`config.mk`:
```
export PLATFORM = sky130hd
export DESIGN_NAME = modbus_rtu_frame_slicer
export DESIGN_NICKNAME = d
export VERILOG_FILES = /design/src/rtl/mrfs_pkg.sv /design/src/rtl/mrfs_ctrl.sv /design/src/rtl/mrfs_dp.sv /design/src/rtl/modbus_rtu_frame_slicer.sv
export VERILOG_INCLUDE_DIRS = /design/src /design/src/rtl
export SDC_FILE = /design/constraint.sdc
export NUM_CORES = 2
export LEC_CHECK = 0
export ABC_AREA = 0
export BUFFER_PORTS_ARGS = -buffer_cell sky130_fd_sc_hd__buf_2
export CAP_MARGIN = 20
export CORE_MARGIN = 4
export CORE_UTILIZATION = 62
export DETAILED_ROUTE_END_ITERATION = 10
export HOLD_SLACK_MARGIN = 0.05
export PLACE_DENSITY = 0.79
export SYNTH_ARGS = -nofsm -noshare
export SYNTH_HDL_FRONTEND = slang
export SYNTH_SLANG_ARGS = --single-unit
```
`constraint.sdc`:
```
create_clock -name clk -period 7.3 [get_ports clk]
set_input_delay 1.095 -clock clk [delete_from_list [all_inputs] [get_ports clk]]
set_output_delay 1.095 -clock clk [all_outputs]
set_load 0.01 [all_outputs]
```
`src/rtl/assert_macros.svh`:
```
// Assertion macros shared by the RTL of the frame slicer.
// Needs a clock named clk and a reset named rst in the including scope.
`ifndef ASSERT_MACROS_SVH
`define ASSERT_MACROS_SVH

// Condition holds on every clock edge out of reset.
`define ASSERT_ALWAYS(label, cond, msg) \
  label: assert property (@(posedge clk) disable iff (rst) (cond)) else $error(msg);

// Consequent holds in the cycle after the antecedent.
`define ASSERT_NEXT(label, ante, cons, msg) \
  label: assert property (@(posedge clk) disable iff (rst) (ante) |=> (cons)) else $error(msg);

`endif

```
`src/rtl/mrfs_pkg.sv`:
```
// Shared types and constants of the frame slicer: commands, register indexes,
// sizes of the frame store and the controller/datapath interface structs.
package mrfs_pkg;

  localparam int MAX_FRAME_BYTES = 256;
  localparam int LANES           = 8;
  localparam int LANE_W          = $clog2(LANES);
  localparam int ROWS            = MAX_FRAME_BYTES / LANES;
  localparam int ROW_W           = $clog2(ROWS);
  localparam int FILL_W          = $clog2(MAX_FRAME_BYTES + 1);
  localparam int COUNT_W         = $clog2(LANES + 1);

  localparam int CMD_W     = 2;
  localparam int BYTE_W    = 8;
  localparam int TIME_W    = 32;
  localparam int CHUNK_W   = LANES * BYTE_W;
  localparam int S_DATA_W  = 40;   // data_byte, time_us
  localparam int M_DATA_W  = 112;  // start_time_us, frame_length, chunk_data, chunk_count
  localparam int CFG_IDX_W = 1;
  localparam int CFG_DATA_W = 32;

  localparam logic [TIME_W-1:0] GAP_LIMIT_RESET = 32'd4808;

  localparam logic [CMD_W-1:0] CMD_BYTE  = 2'd0;
  localparam logic [CMD_W-1:0] CMD_MARK  = 2'd1;
  localparam logic [CMD_W-1:0] CMD_CHECK = 2'd2;

  localparam logic [CFG_IDX_W-1:0] REG_GAP_LIMIT = 1'd0;
  localparam logic [CFG_IDX_W-1:0] REG_DELIVER   = 1'd1;

  localparam logic KIND_CHUNK    = 1'b0;
  localparam logic KIND_OVERFLOW = 1'b1;

  typedef enum logic [1:0] {
    ST_IDLE,
    ST_READ,
    ST_EMIT
  } state_t;

  // Controller to datapath
  typedef struct packed {
    logic accept;  // input request taken this cycle
    logic rd_en;   // read the current store row
    logic load;    // move the read row into the output register
    logic finish;  // last chunk loaded, release the frame
  } dp_cmd_t;

  // Datapath to controller
  typedef struct packed {
    logic readout_hit;  // pending input is a check that ends a delivered frame
    logic out_free;     // output register can take a new result
    logic last_row;     // current row is the final chunk of the frame
  } dp_status_t;

endpackage

```
`src/rtl/mrfs_ctrl.sv`:
```
// Controller of the frame slicer: accepts requests and sequences the chunk
// readout of a finished frame. Depends on mrfs_pkg.
module mrfs_ctrl (
  input  logic                  clk,
  input  logic                  rst,
  input  logic                  s_tvalid,
  output logic                  s_tready,
  input  mrfs_pkg::dp_status_t  status,
  output mrfs_pkg::dp_cmd_t     cmd
);

  mrfs_pkg::state_t state, state_next;

  always_ff @(posedge clk) begin
    if (rst) begin
      state <= mrfs_pkg::ST_IDLE;
    end else begin
      state <= state_next;
    end
  end

  always_comb begin
    state_next = state;
    case (state)
      mrfs_pkg::ST_IDLE: begin
        if (s_tvalid && s_tready && status.readout_hit) begin
          state_next = mrfs_pkg::ST_READ;
        end
      end
      mrfs_pkg::ST_READ: begin
        state_next = mrfs_pkg::ST_EMIT;
      end
      mrfs_pkg::ST_EMIT: begin
        if (status.out_free) begin
          state_next = status.last_row ? mrfs_pkg::ST_IDLE : mrfs_pkg::ST_READ;
        end
      end
      default: begin
        state_next = mrfs_pkg::ST_IDLE;
      end
    endcase
  end

  always_comb begin
    s_tready   = 1'b0;
    cmd        = '0;
    case (state)
      mrfs_pkg::ST_IDLE: begin
        s_tready   = status.out_free;
        cmd.accept = s_tvalid && status.out_free;
      end
      mrfs_pkg::ST_READ: begin
        cmd.rd_en = 1'b1;
      end
      mrfs_pkg::ST_EMIT: begin
        cmd.load   = status.out_free;
        cmd.finish = status.out_free && status.last_row;
      end
      default: begin
        s_tready = 1'b0;
      end
    endcase
  end

endmodule

```
`src/rtl/mrfs_dp.sv`:
```
// Datapath of the frame slicer: configuration registers, frame state, the
// row-organized frame store and the output register. Depends on mrfs_pkg.
module mrfs_dp (
  input  logic                                clk,
  input  logic                                rst,
  input  logic                                cfg_valid,
  input  logic [mrfs_pkg::CFG_IDX_W-1:0]      cfg_index,
  input  logic [mrfs_pkg::CFG_DATA_W-1:0]     cfg_data,
  input  logic [mrfs_pkg::S_DATA_W-1:0]       s_tdata,
  input  logic [mrfs_pkg::CMD_W-1:0]          s_tuser,
  input  logic                                m_tready,
  output logic                                m_tvalid,
  output logic [mrfs_pkg::M_DATA_W-1:0]       m_tdata,
  output logic                                m_tuser,
  output logic                                m_tlast,
  input  mrfs_pkg::dp_cmd_t                   cmd,
  output mrfs_pkg::dp_status_t                status
);

  logic [mrfs_pkg::TIME_W-1:0]  gap_limit;
  logic                         deliver_en;
  logic                         frame_held;
  logic [mrfs_pkg::FILL_W-1:0]  fill_count;
  logic [mrfs_pkg::TIME_W-1:0]  start_time;
  logic [mrfs_pkg::TIME_W-1:0]  last_time;
  logic [mrfs_pkg::ROW_W-1:0]   row_idx;
  logic [mrfs_pkg::CHUNK_W-1:0] rd_data;

  logic [mrfs_pkg::CHUNK_W-1:0] mem [mrfs_pkg::ROWS];

  logic                         out_valid;
  logic                         out_kind;
  logic [mrfs_pkg::TIME_W-1:0]  out_start;
  logic [mrfs_pkg::FILL_W-1:0]  out_len;
  logic [mrfs_pkg::CHUNK_W-1:0] out_data;
  logic [mrfs_pkg::COUNT_W-1:0] out_count;
  logic                         out_last;

  logic [mrfs_pkg::BYTE_W-1:0]  in_byte;
  logic [mrfs_pkg::TIME_W-1:0]  in_time;
  logic [mrfs_pkg::FILL_W-1:0]  eff_fill;
  logic                         overflow;
  logic                         is_byte, is_mark, is_check;
  logic [mrfs_pkg::TIME_W-1:0]  delta;
  logic                         gap_hit;
  logic [mrfs_pkg::FILL_W-1:0]  fill_m1;
  logic [mrfs_pkg::ROW_W-1:0]   last_row_idx;
  logic [mrfs_pkg::COUNT_W-1:0] chunk_count;
  logic [mrfs_pkg::CHUNK_W-1:0] chunk_data;
  logic                         out_free;

  assign in_byte  = s_tdata[mrfs_pkg::BYTE_W-1:0];
  assign in_time  = s_tdata[mrfs_pkg::BYTE_W +: mrfs_pkg::TIME_W];
  assign is_byte  = s_tuser == mrfs_pkg::CMD_BYTE;
  assign is_mark  = s_tuser == mrfs_pkg::CMD_MARK;
  assign is_check = s_tuser == mrfs_pkg::CMD_CHECK;

  // A byte with no frame held starts one at fill zero
  assign eff_fill = frame_held ? fill_count : '0;
  assign overflow = eff_fill == mrfs_pkg::FILL_W'(mrfs_pkg::MAX_FRAME_BYTES);

  assign delta   = in_time - last_time;
  assign gap_hit = frame_held && (fill_count != '0) && (delta > gap_limit);

  assign fill_m1      = fill_count - mrfs_pkg::FILL_W'(1);
  assign last_row_idx = fill_m1[mrfs_pkg::LANE_W +: mrfs_pkg::ROW_W];

  assign out_free = !out_valid || m_tready;

  assign status.readout_hit = is_check && gap_hit && deliver_en;
  assign status.out_free    = out_free;
  assign status.last_row    = row_idx == last_row_idx;

  always_comb begin
    if (status.last_row) begin
      chunk_count = mrfs_pkg::COUNT_W'(fill_m1[mrfs_pkg::LANE_W-1:0])
                    + mrfs_pkg::COUNT_W'(1);
    end else begin
      chunk_count = mrfs_pkg::COUNT_W'(mrfs_pkg::LANES);
    end
    // zero the bytes past the end of the frame
    for (int b = 0; b < mrfs_pkg::LANES; b++) begin
      if (mrfs_pkg::COUNT_W'(b) < chunk_count) begin
        chunk_data[b*mrfs_pkg::BYTE_W +: mrfs_pkg::BYTE_W] =
          rd_data[b*mrfs_pkg::BYTE_W +: mrfs_pkg::BYTE_W];
      end else begin
        chunk_data[b*mrfs_pkg::BYTE_W +: mrfs_pkg::BYTE_W] = '0;
      end
    end
  end

  always_ff @(posedge clk) begin
    if (rst) begin
      gap_limit  <= mrfs_pkg::GAP_LIMIT_RESET;
      deliver_en <= 1'b1;
    end else if (cfg_valid) begin
      if (cfg_index == mrfs_pkg::REG_GAP_LIMIT) begin
        gap_limit <= cfg_data;
      end else if (cfg_index == mrfs_pkg::REG_DELIVER) begin
        deliver_en <= cfg_data[0];
      end
    end
  end

  always_ff @(posedge clk) begin
    if (rst) begin
      frame_held <= 1'b0;
      fill_count <= '0;
      start_time <= '0;
      last_time  <= '0;
    end else if (cmd.accept) begin
      if (is_byte) begin
        if (!frame_held) begin
          frame_held <= 1'b1;
          start_time <= in_time;
        end
        fill_count <= overflow ? '0 : eff_fill + mrfs_pkg::FILL_W'(1);
        last_time  <= in_time;
      end else if (is_mark) begin
        last_time <= in_time;
      end else if (is_check && gap_hit && !deliver_en) begin
        // drop the frame, keep it open
        fill_count <= '0;
      end
    end else if (cmd.finish) begin
      frame_held <= 1'b0;
      fill_count <= '0;
    end
  end

  // Frame store: one byte lane written per request, one row read per chunk
  always_ff @(posedge clk) begin
    if (cmd.accept && is_byte && !overflow) begin
      mem[eff_fill[mrfs_pkg::LANE_W +: mrfs_pkg::ROW_W]]
         [eff_fill[mrfs_pkg::LANE_W-1:0]*mrfs_pkg::BYTE_W +: mrfs_pkg::BYTE_W] <= in_byte;
    end
    if (cmd.rd_en) begin
      rd_data <= mem[row_idx];
    end
  end

  always_ff @(posedge clk) begin
    if (cmd.accept) begin
      row_idx <= '0;
    end else if (cmd.load && !status.last_row) begin
      row_idx <= row_idx + mrfs_pkg::ROW_W'(1);
    end
  end

  always_ff @(posedge clk) begin
    if (rst) begin
      out_valid <= 1'b0;
    end else if ((cmd.accept && is_byte && overflow && deliver_en) || cmd.load) begin
      out_valid <= 1'b1;
    end else if (m_tready) begin
      out_valid <= 1'b0;
    end
  end

  always_ff @(posedge clk) begin
    if (cmd.load) begin
      out_kind  <= mrfs_pkg::KIND_CHUNK;
      out_start <= start_time;
      out_len   <= fill_count;
      out_data  <= chunk_data;
      out_count <= chunk_count;
      out_last  <= status.last_row;
    end else if (cmd.accept && is_byte && overflow && deliver_en) begin
      out_kind  <= mrfs_pkg::KIND_OVERFLOW;
      out_start <= start_time;
      out_len   <= '0;
      out_data  <= '0;
      out_count <= '0;
      out_last  <= 1'b1;
    end
  end

  assign m_tvalid = out_valid;
  assign m_tuser  = out_kind;
  assign m_tlast  = out_last;
  assign m_tdata  = {3'b000, out_count, out_data, out_len, out_start};

endmodule

```
`src/rtl/modbus_rtu_frame_slicer.sv`:
```
// Modbus RTU frame slicer: collects received bytes, detects the inter-frame
// gap and delivers frames as 8-byte chunks.
//
// Input stream: s_tuser is the request kind (byte, time mark, gap check);
// s_tdata carries the byte and the microsecond time stamp. Output stream:
// m_tuser is the result kind (chunk or overflow error), m_tlast marks the
// final result of a request. Config: cfg_index 0 is the gap limit in
// microseconds, 1 is the delivery enable; cfg_ready is always high.
// An overflow error is in the output register the cycle after its byte is
// taken. A gap check that ends a delivered frame reads one store row per
// chunk: each chunk passes the READ state, a registered read of the frame
// store, and then the EMIT state, which loads it into the output register
// once that is free. A frame gives at most 32 chunks.
// s_tready is low during that readout.
// Reset empties the frame and restores gap limit 4808 and delivery on; the
// store itself needs no clearing. While the receiver holds m_tready low a
// pending result stays in the output register and no new request or chunk is taken.
module modbus_rtu_frame_slicer (
  input  logic                            clk,
  input  logic                            rst,
  input  logic                            s_tvalid,
  output logic                            s_tready,
  input  logic [mrfs_pkg::S_DATA_W-1:0]   s_tdata,   // data_byte[7:0], time_us[39:8]
  input  logic [mrfs_pkg::CMD_W-1:0]      s_tuser,   // cmd[1:0]
  output logic                            m_tvalid,
  input  logic                            m_tready,
  output logic [mrfs_pkg::M_DATA_W-1:0]   m_tdata,   // start_time_us[31:0], frame_length[40:32],
                                                     // chunk_data[104:41], chunk_count[108:105]
  output logic                            m_tuser,   // kind[0]
  output logic                            m_tlast,
  input  logic                            cfg_valid,
  output logic                            cfg_ready,
  input  logic [mrfs_pkg::CFG_IDX_W-1:0]  cfg_index,
  input  logic [mrfs_pkg::CFG_DATA_W-1:0] cfg_data
);

  mrfs_pkg::dp_cmd_t    dp_cmd;
  mrfs_pkg::dp_status_t dp_status;

  assign cfg_ready = 1'b1;

  mrfs_ctrl u_ctrl (
    .clk      (clk),
    .rst      (rst),
    .s_tvalid (s_tvalid),
    .s_tready (s_tready),
    .status   (dp_status),
    .cmd      (dp_cmd)
  );

  mrfs_dp u_dp (
    .clk       (clk),
    .rst       (rst),
    .cfg_valid (cfg_valid),
    .cfg_index (cfg_index),
    .cfg_data  (cfg_data),
    .s_tdata   (s_tdata),
    .s_tuser   (s_tuser),
    .m_tready  (m_tready),
    .m_tvalid  (m_tvalid),
    .m_tdata   (m_tdata),
    .m_tuser   (m_tuser),
    .m_tlast   (m_tlast),
    .cmd       (dp_cmd),
    .status    (dp_status)
  );

`include "assert_macros.svh"

  `ASSERT_NEXT(a_read_spacing, dp_cmd.rd_en, !dp_cmd.rd_en && !s_tready, "store read repeated back to back")
  `ASSERT_ALWAYS(a_finish_slot, !dp_cmd.finish || !m_tvalid || m_tready, "chunk loaded over a pending result")
  `ASSERT_ALWAYS(a_no_accept_in_readout, !(dp_cmd.accept && (dp_cmd.rd_en || dp_cmd.load)), "request taken during readout")
  `ASSERT_NEXT(a_finish_last, dp_cmd.finish, m_tvalid && m_tlast, "final chunk not marked last")

endmodule
```
**Yosys cells after proc, flatten, opt, wreduce, memory -nomap -nowiden**

Memories as Yosys holds them, arrays and structs flattened. A register that Yosys moved wholly into a read port is not among the register bits.
Index checks and enable logic that the tools add are counted.

- Flip-flop bits (word level): 226
- RAM bits: 2,048
- Bits of input ports: 80
- Output and inout bits: 117
- Word-level logic and storage cells: 123
- Memories kept: 1

Memory list:

| name | depth | width | read ports | clocked after memory_dff | wr ports | line | RTL |
|---|---|---|---|---|---|---|---|
| u_dp.mem | 32 | 64 | 1 | 1 | 1 | mrfs_dp.sv:29 | `logic [mrfs_pkg::CHUNK_W-1:0] mem [mrfs_pkg::ROWS];` |

- Add/sub/neg operators: 6
- Order comparisons: 9
- Equality and inequality tests: 11
- Shift operators: 2
- Multiplexer cells: 43
- Bitwise gates (word level): 2
- Reduce and logical (&&, ||, !) cells: 34

Operator list:

| cell | count |
|---|---|
| two-way mux 64 bit | 3 |
| two-way mux 32 bit | 4 |
| two-way mux 9 bit | 9 |
| two-way mux 8 bit | 8 |
| variable shift 8 x 34 -> 64 bit (first input constant) | 1 |
| variable part select 8 x 34 -> 64 bit | 1 |
| negation 6 -> 34 bit | 1 |
| > comparator 32 bit | 1 |
| subtractor 32 bit | 1 |
| less-than comparator 3 x 4 -> 1 bit (first input constant) | 4 |
| logical AND 1 bit | 14 |
| two-way mux 1 bit | 12 |
| two-way mux 4 bit | 3 |
| AND reduction 2 bit | 5 |
| adder 9 x 1 -> 9 bit (second input constant) | 1 |
| equality test 9 bit (second input constant) | 1 |
| nonzero test 9 bit | 1 |
| less-than comparator 1 x 4 -> 1 bit (first input constant) | 2 |
| less-than comparator 2 x 4 -> 1 bit (first input constant) | 2 |
| nonzero test 2 bit | 4 |
| subtractor 8 x 1 -> 8 bit (second input constant) | 1 |
| two-way mux 2 bit | 3 |
| != test 3 bit (second input constant) | 2 |
| case mux 2 bit (3 select lines) | 1 |
| other kinds (12) | 22 |

**Depth between registers and ports, before layout**

- Depth after elaboration: 9
- Mapped depth: 24
- Mapped depth without buffers: 23

**Cells and area by module**

From an unflattened synthesis, not the netlist that was laid out.

- Cell total of the unflattened synthesis: 4,582
- Area, all modules: 92,170.9 um^2

By module, submodules not included:

| module | instances | cells each | area an instance (um^2) |
|---|---|---|---|
| mrfs_dp | 1 | 4,566 | 92,022.0 |
| mrfs_ctrl | 1 | 14 | 137.6 |
| modbus_rtu_frame_slicer | 1 | 2 | 11.3 |

**Least setup slack after synthesis**

OpenSTA, ideal clock, no wires.

- Path kind: input to register
- From: input s_tdata[8] in the netlist's numbering
- To: register u_dp.fill_count[3] in the netlist's numbering
- Setup time: 91 ps
- Arrival: 5,332 ps
- Required time: 7,209 ps
- Path slack: 1,877 ps
- Cell stages on the path: 23
- Buffers on the path: 1
- Cells stage by stage: inv_1 > ha_1 > inv_1 > fa_1 > a21o_1 > a221oi_2 > o21ai_2 > o21ai_0 > nor2_1 > a211oi_1 > o31ai_1 > a21oi_1 > xnor2_1 > ha_1 > and4_1 > a21oi_1 > nand2_1 > a221o_1 > a211oi_1 > nor3_1 > a211o_1 > clkbuf_1 > a311oi_1

- Longest elaborated chain between the ends: 7

RTL lines:

| what | line | RTL |
|---|---|---|
| start: declaration | modbus_rtu_frame_slicer.sv:23 | `input logic [mrfs_pkg::S_DATA_W-1:0] s_tdata,` |
| subtractor 32 bit | mrfs_dp.sv:62 | `assign delta = in_time - last_time;` |
| > comparator 32 bit | mrfs_dp.sv:63 | `assign gap_hit = frame_held && (fill_count != '0) && (delta > gap_limit);` |
| logical AND 1 bit | mrfs_dp.sv:63 |  |
| logical AND 1 bit (2 in a row) | mrfs_dp.sv:121 | `end else if (is_check && gap_hit && !deliver_en) begin` |
| != test 3 bit (no line) | -- |  |
| AND reduction 3 bit (no line) | -- |  |
| end signal: assignment | mrfs_dp.sv:117 | `fill_count <= overflow ? '0 : eff_fill + mrfs_pkg::FILL_W'(1);` |
| end: declaration | mrfs_dp.sv:23 | `logic [mrfs_pkg::FILL_W-1:0] fill_count;` |

No other way between the ends.
A chain may end at the register's enable or synchronous reset.

**Worst setup path after layout**

Ends and elaborated chain as after synthesis.

==> metrics.txt <==
Initial Util 62.7%; Setup Crit Path Kind in -> reg; Cells after Synth 4530; Synth Register Bits 2338; gr ovfl total 0; Post-Synth Simple-Gate Area 3.87%; sequence of cells on the critical path buf_2 > inv_1 > ha_1 > inv_1 > fa_1 > a21o_1 > a221oi_2 > o21ai_2 > o21ai_0 > nor2_1 > a211oi_1 > o31ai_1 > a21oi_1 > xnor2_1 > ha_1 > and4_1 > a21oi_1 > nand2_1 > a221o_1 > a211oi_1 > nor3_1 > a211o_1 > a311oi_1; count of cells resized by post-cts repair 0; minimum clock period 5380 ps; DRC 0; clock buffer depth 3; Levels on crit path 23; drt pass-1 iters 5; HPWL after DPL 132000 um; share of cells above drive strength 1 28.2%; clock skew 23.6 ps; area leader, netlist edfxtp_1; die area 154000 um2; Hold Path Cell Cnt 0; Fmax 186 MHz; cells on worst reg2reg path 21; max_slew headroom 15.5%; Synth Area in Compound Gates 1.62%; routed length per instance 33.4 um; Yosys cell types 62; unrepaired setup endpoints after global routing false; later-pin clock latency in the skew report 850 ps; crit path max-delay cell type a211oi_1; routability cong. 0.854; VDD IR max 0.207 mV; Bufs and invs on worst path 3; Hold Fails Final Rpt 0; Area Overhead vs Synth 12.2%; final count of pins violating max slew 0; largest family of logic cells by synthesized area multiplexers; Final #Nets 4988; routed via count 47600; Die H 393 um; Antenna Nets Post-Route 0; core area 146000 um2; CTS tree built; pwr/cell area 253 nW/um2; Synth Area in XOR/XNOR 0.420%; Ports 197; Design Power 0.0260 W; first-pass GRT wire length 336000 um; mux cell area share after synthesis 16.5%; crit path DAT 6130 ps; YS warnings 0; num rows 140; H-tree Lvls 4; Synth top area share 72.8%; CTS Buf Count 215; most numerous cell in the Yosys netlist edfxtp_1; Lkg Pwr 32.3 nW; async set-reset flop share out of synthesis 0%; largest net degree at the start of global routing 137; Hold Crit Class reg -> reg; top cells by area, synth edfxtp_1 (73%), mux4_2 (16%), dfxtp_1 (2.5%); Critical Path RT 8050 ps; Critical Path Max Stage Delay 500 ps; Routed WL 232000 um; vias in the first global route 47600; Root Buffer clkbuf_16; starting DRC count in detailed routing 6494; Setup Buffers After CTS 0; die width 393 um; critical path peak fanout 9; Post-synth top flop edfxtp_1; CTS Hold Buffers Added 0; clock tree sinks 2338; Mean Syn Cell Area 20.2 um2; Synth Area in Adders 0.963%; Clk pin slew, worst setup/hold paths 60 ps; # Max-Cap Violations 0; vias per cell 6.84; Final Setup Violations 0; total global-route track usage 30.6%; slew of the pin with the lowest slew margin 1270 ps; status complete, no violations; crit path launch type primary input; setup TNS 0 ps; Seq/Total Area, Yosys 75.3%; Largest delay share family, worst path compound AO/OA/AOI/OAI gates; Worst setup EP type flip-flop; number of enable flip-flop cells after synthesis 2222; antenna violations before repair 11; Final Cycle Share 73.7%; Synth Cell Area 91700 um2; Commonest cells post-synth edfxtp_1 (2222), mux4_2 (640), nor2_1 (371); PortBufs 192
[flip-flops by register name, summed over array words and instances, names as in the netlist, 9 cells and up]
name,flops
u_dp.fill_count,9
u_dp.gap_limit,32
u_dp.last_time,32
u_dp.mem,2048
u_dp.out_data,64
u_dp.out_len,9
u_dp.out_start,32
u_dp.rd_data,64
u_dp.start_time,32
[per-stage QoR]
| step | hold WS, ps | worst slack [ps] | instances | cell area [um2] | util, % |
|---|---|---|---|---|---|
| after global placement | 410 | 1100 | 6479 | 95000 | 64.9 |
| final | 429 | 1920 | 6949 | 103000 | 70.3 |
| after CTS | 426 | 1970 | 6888 | 102000 | 69.8 |
| after global routing | 434 | 1580 | 6931 | 103000 | 70.3 |
| after detailed placement | 415 | 1080 | 6495 | 95300 | 65.1 |
| after floorplan | 408 | 1880 | 4532 | 91700 | - |
[final cells by class]
class / instances / area [um2]
antenna: 18 / 45.0
clock buffer: 275 / 5700
clock inverter: 118 / 1140
fill: 8175 / 43400
inverter: 73 / 274
multi-input combinational: 1886 / 21700
sequential: 2338 / 69100
tap: 1917 / 2400
timing repair buffer: 324 / 2610
[layer usage]
metal  routed length (um)  vias up  GRT usage [%]
met3                28100      583           8.69
met1                81800    24500           41.9
li1                     -    18900              -
met4                11000        4           13.1
met2               111000     3503           46.9
met5                   31        -              0
[placed cells by master, fill, tap and decap left out, types with 7 or more instances in the layout]
cell type,count
xor2_1,14
a21oi_1,133
nor3_1,8
a311oi_1,7
buf_8,47
a211o_1,10
nand2b_1,16
clkinv_8,9
nand4_1,9
clkbuf_1,54
edfxtp_1,2222
xnor2_1,30
clkinv_2,38
and2_1,83
ha_1,69
nor2_2,55
inv_1,72
o21ai_0,20
nand3_1,23
clkbuf_16,218
clkinv_1,40
nand2_1,262
buf_16,11
diode_2,18
nor2_1,314
buf_4,68
nor2b_1,10
a21o_1,22
mux2_2,64
buf_2,191
and3_1,10
clkinvlp_4,7
dfxtp_1,111
mux4_2,640
bufinv_16,17
[kinds of logic after synthesis]
| logic type | after synthesis |
|---|---|
| XOR/XNOR | 44 |
| AND/OR/NAND/NOR | 821 |
| buffers and inverters | 308 |
| multiplexers | 706 |
| adder cells (fa/ha/maj) | 70 |
| other | 2 |
| AO/OA/AOI/OAI | 241 |
| flip-flops | 2338 |
[report_power, final]
part	leakage [nW]	internal (W)	total (W)	switching [W]
clock	3.33	0.00612	0.0111	0.00495
combinational	7.35	0.000175	0.000444	0.000269
sequential	21.6	0.0145	0.0145	0.0000157
[path summary, 6_finish.rpt]
kind | endpoint | slack [ps] | start
max reg2reg | u_dp.fill_count[3] | 1990 | u_dp.last_time[0]
max | u_dp.fill_count[3] | 1920 | s_tdata[8]
min reg2reg | u_dp.out_start[28] | 430 | u_dp.start_time[28]
min | u_dp.out_start[28] | 430 | u_dp.start_time[28]
Note: power is estimated with default switching activity, not from simulation.
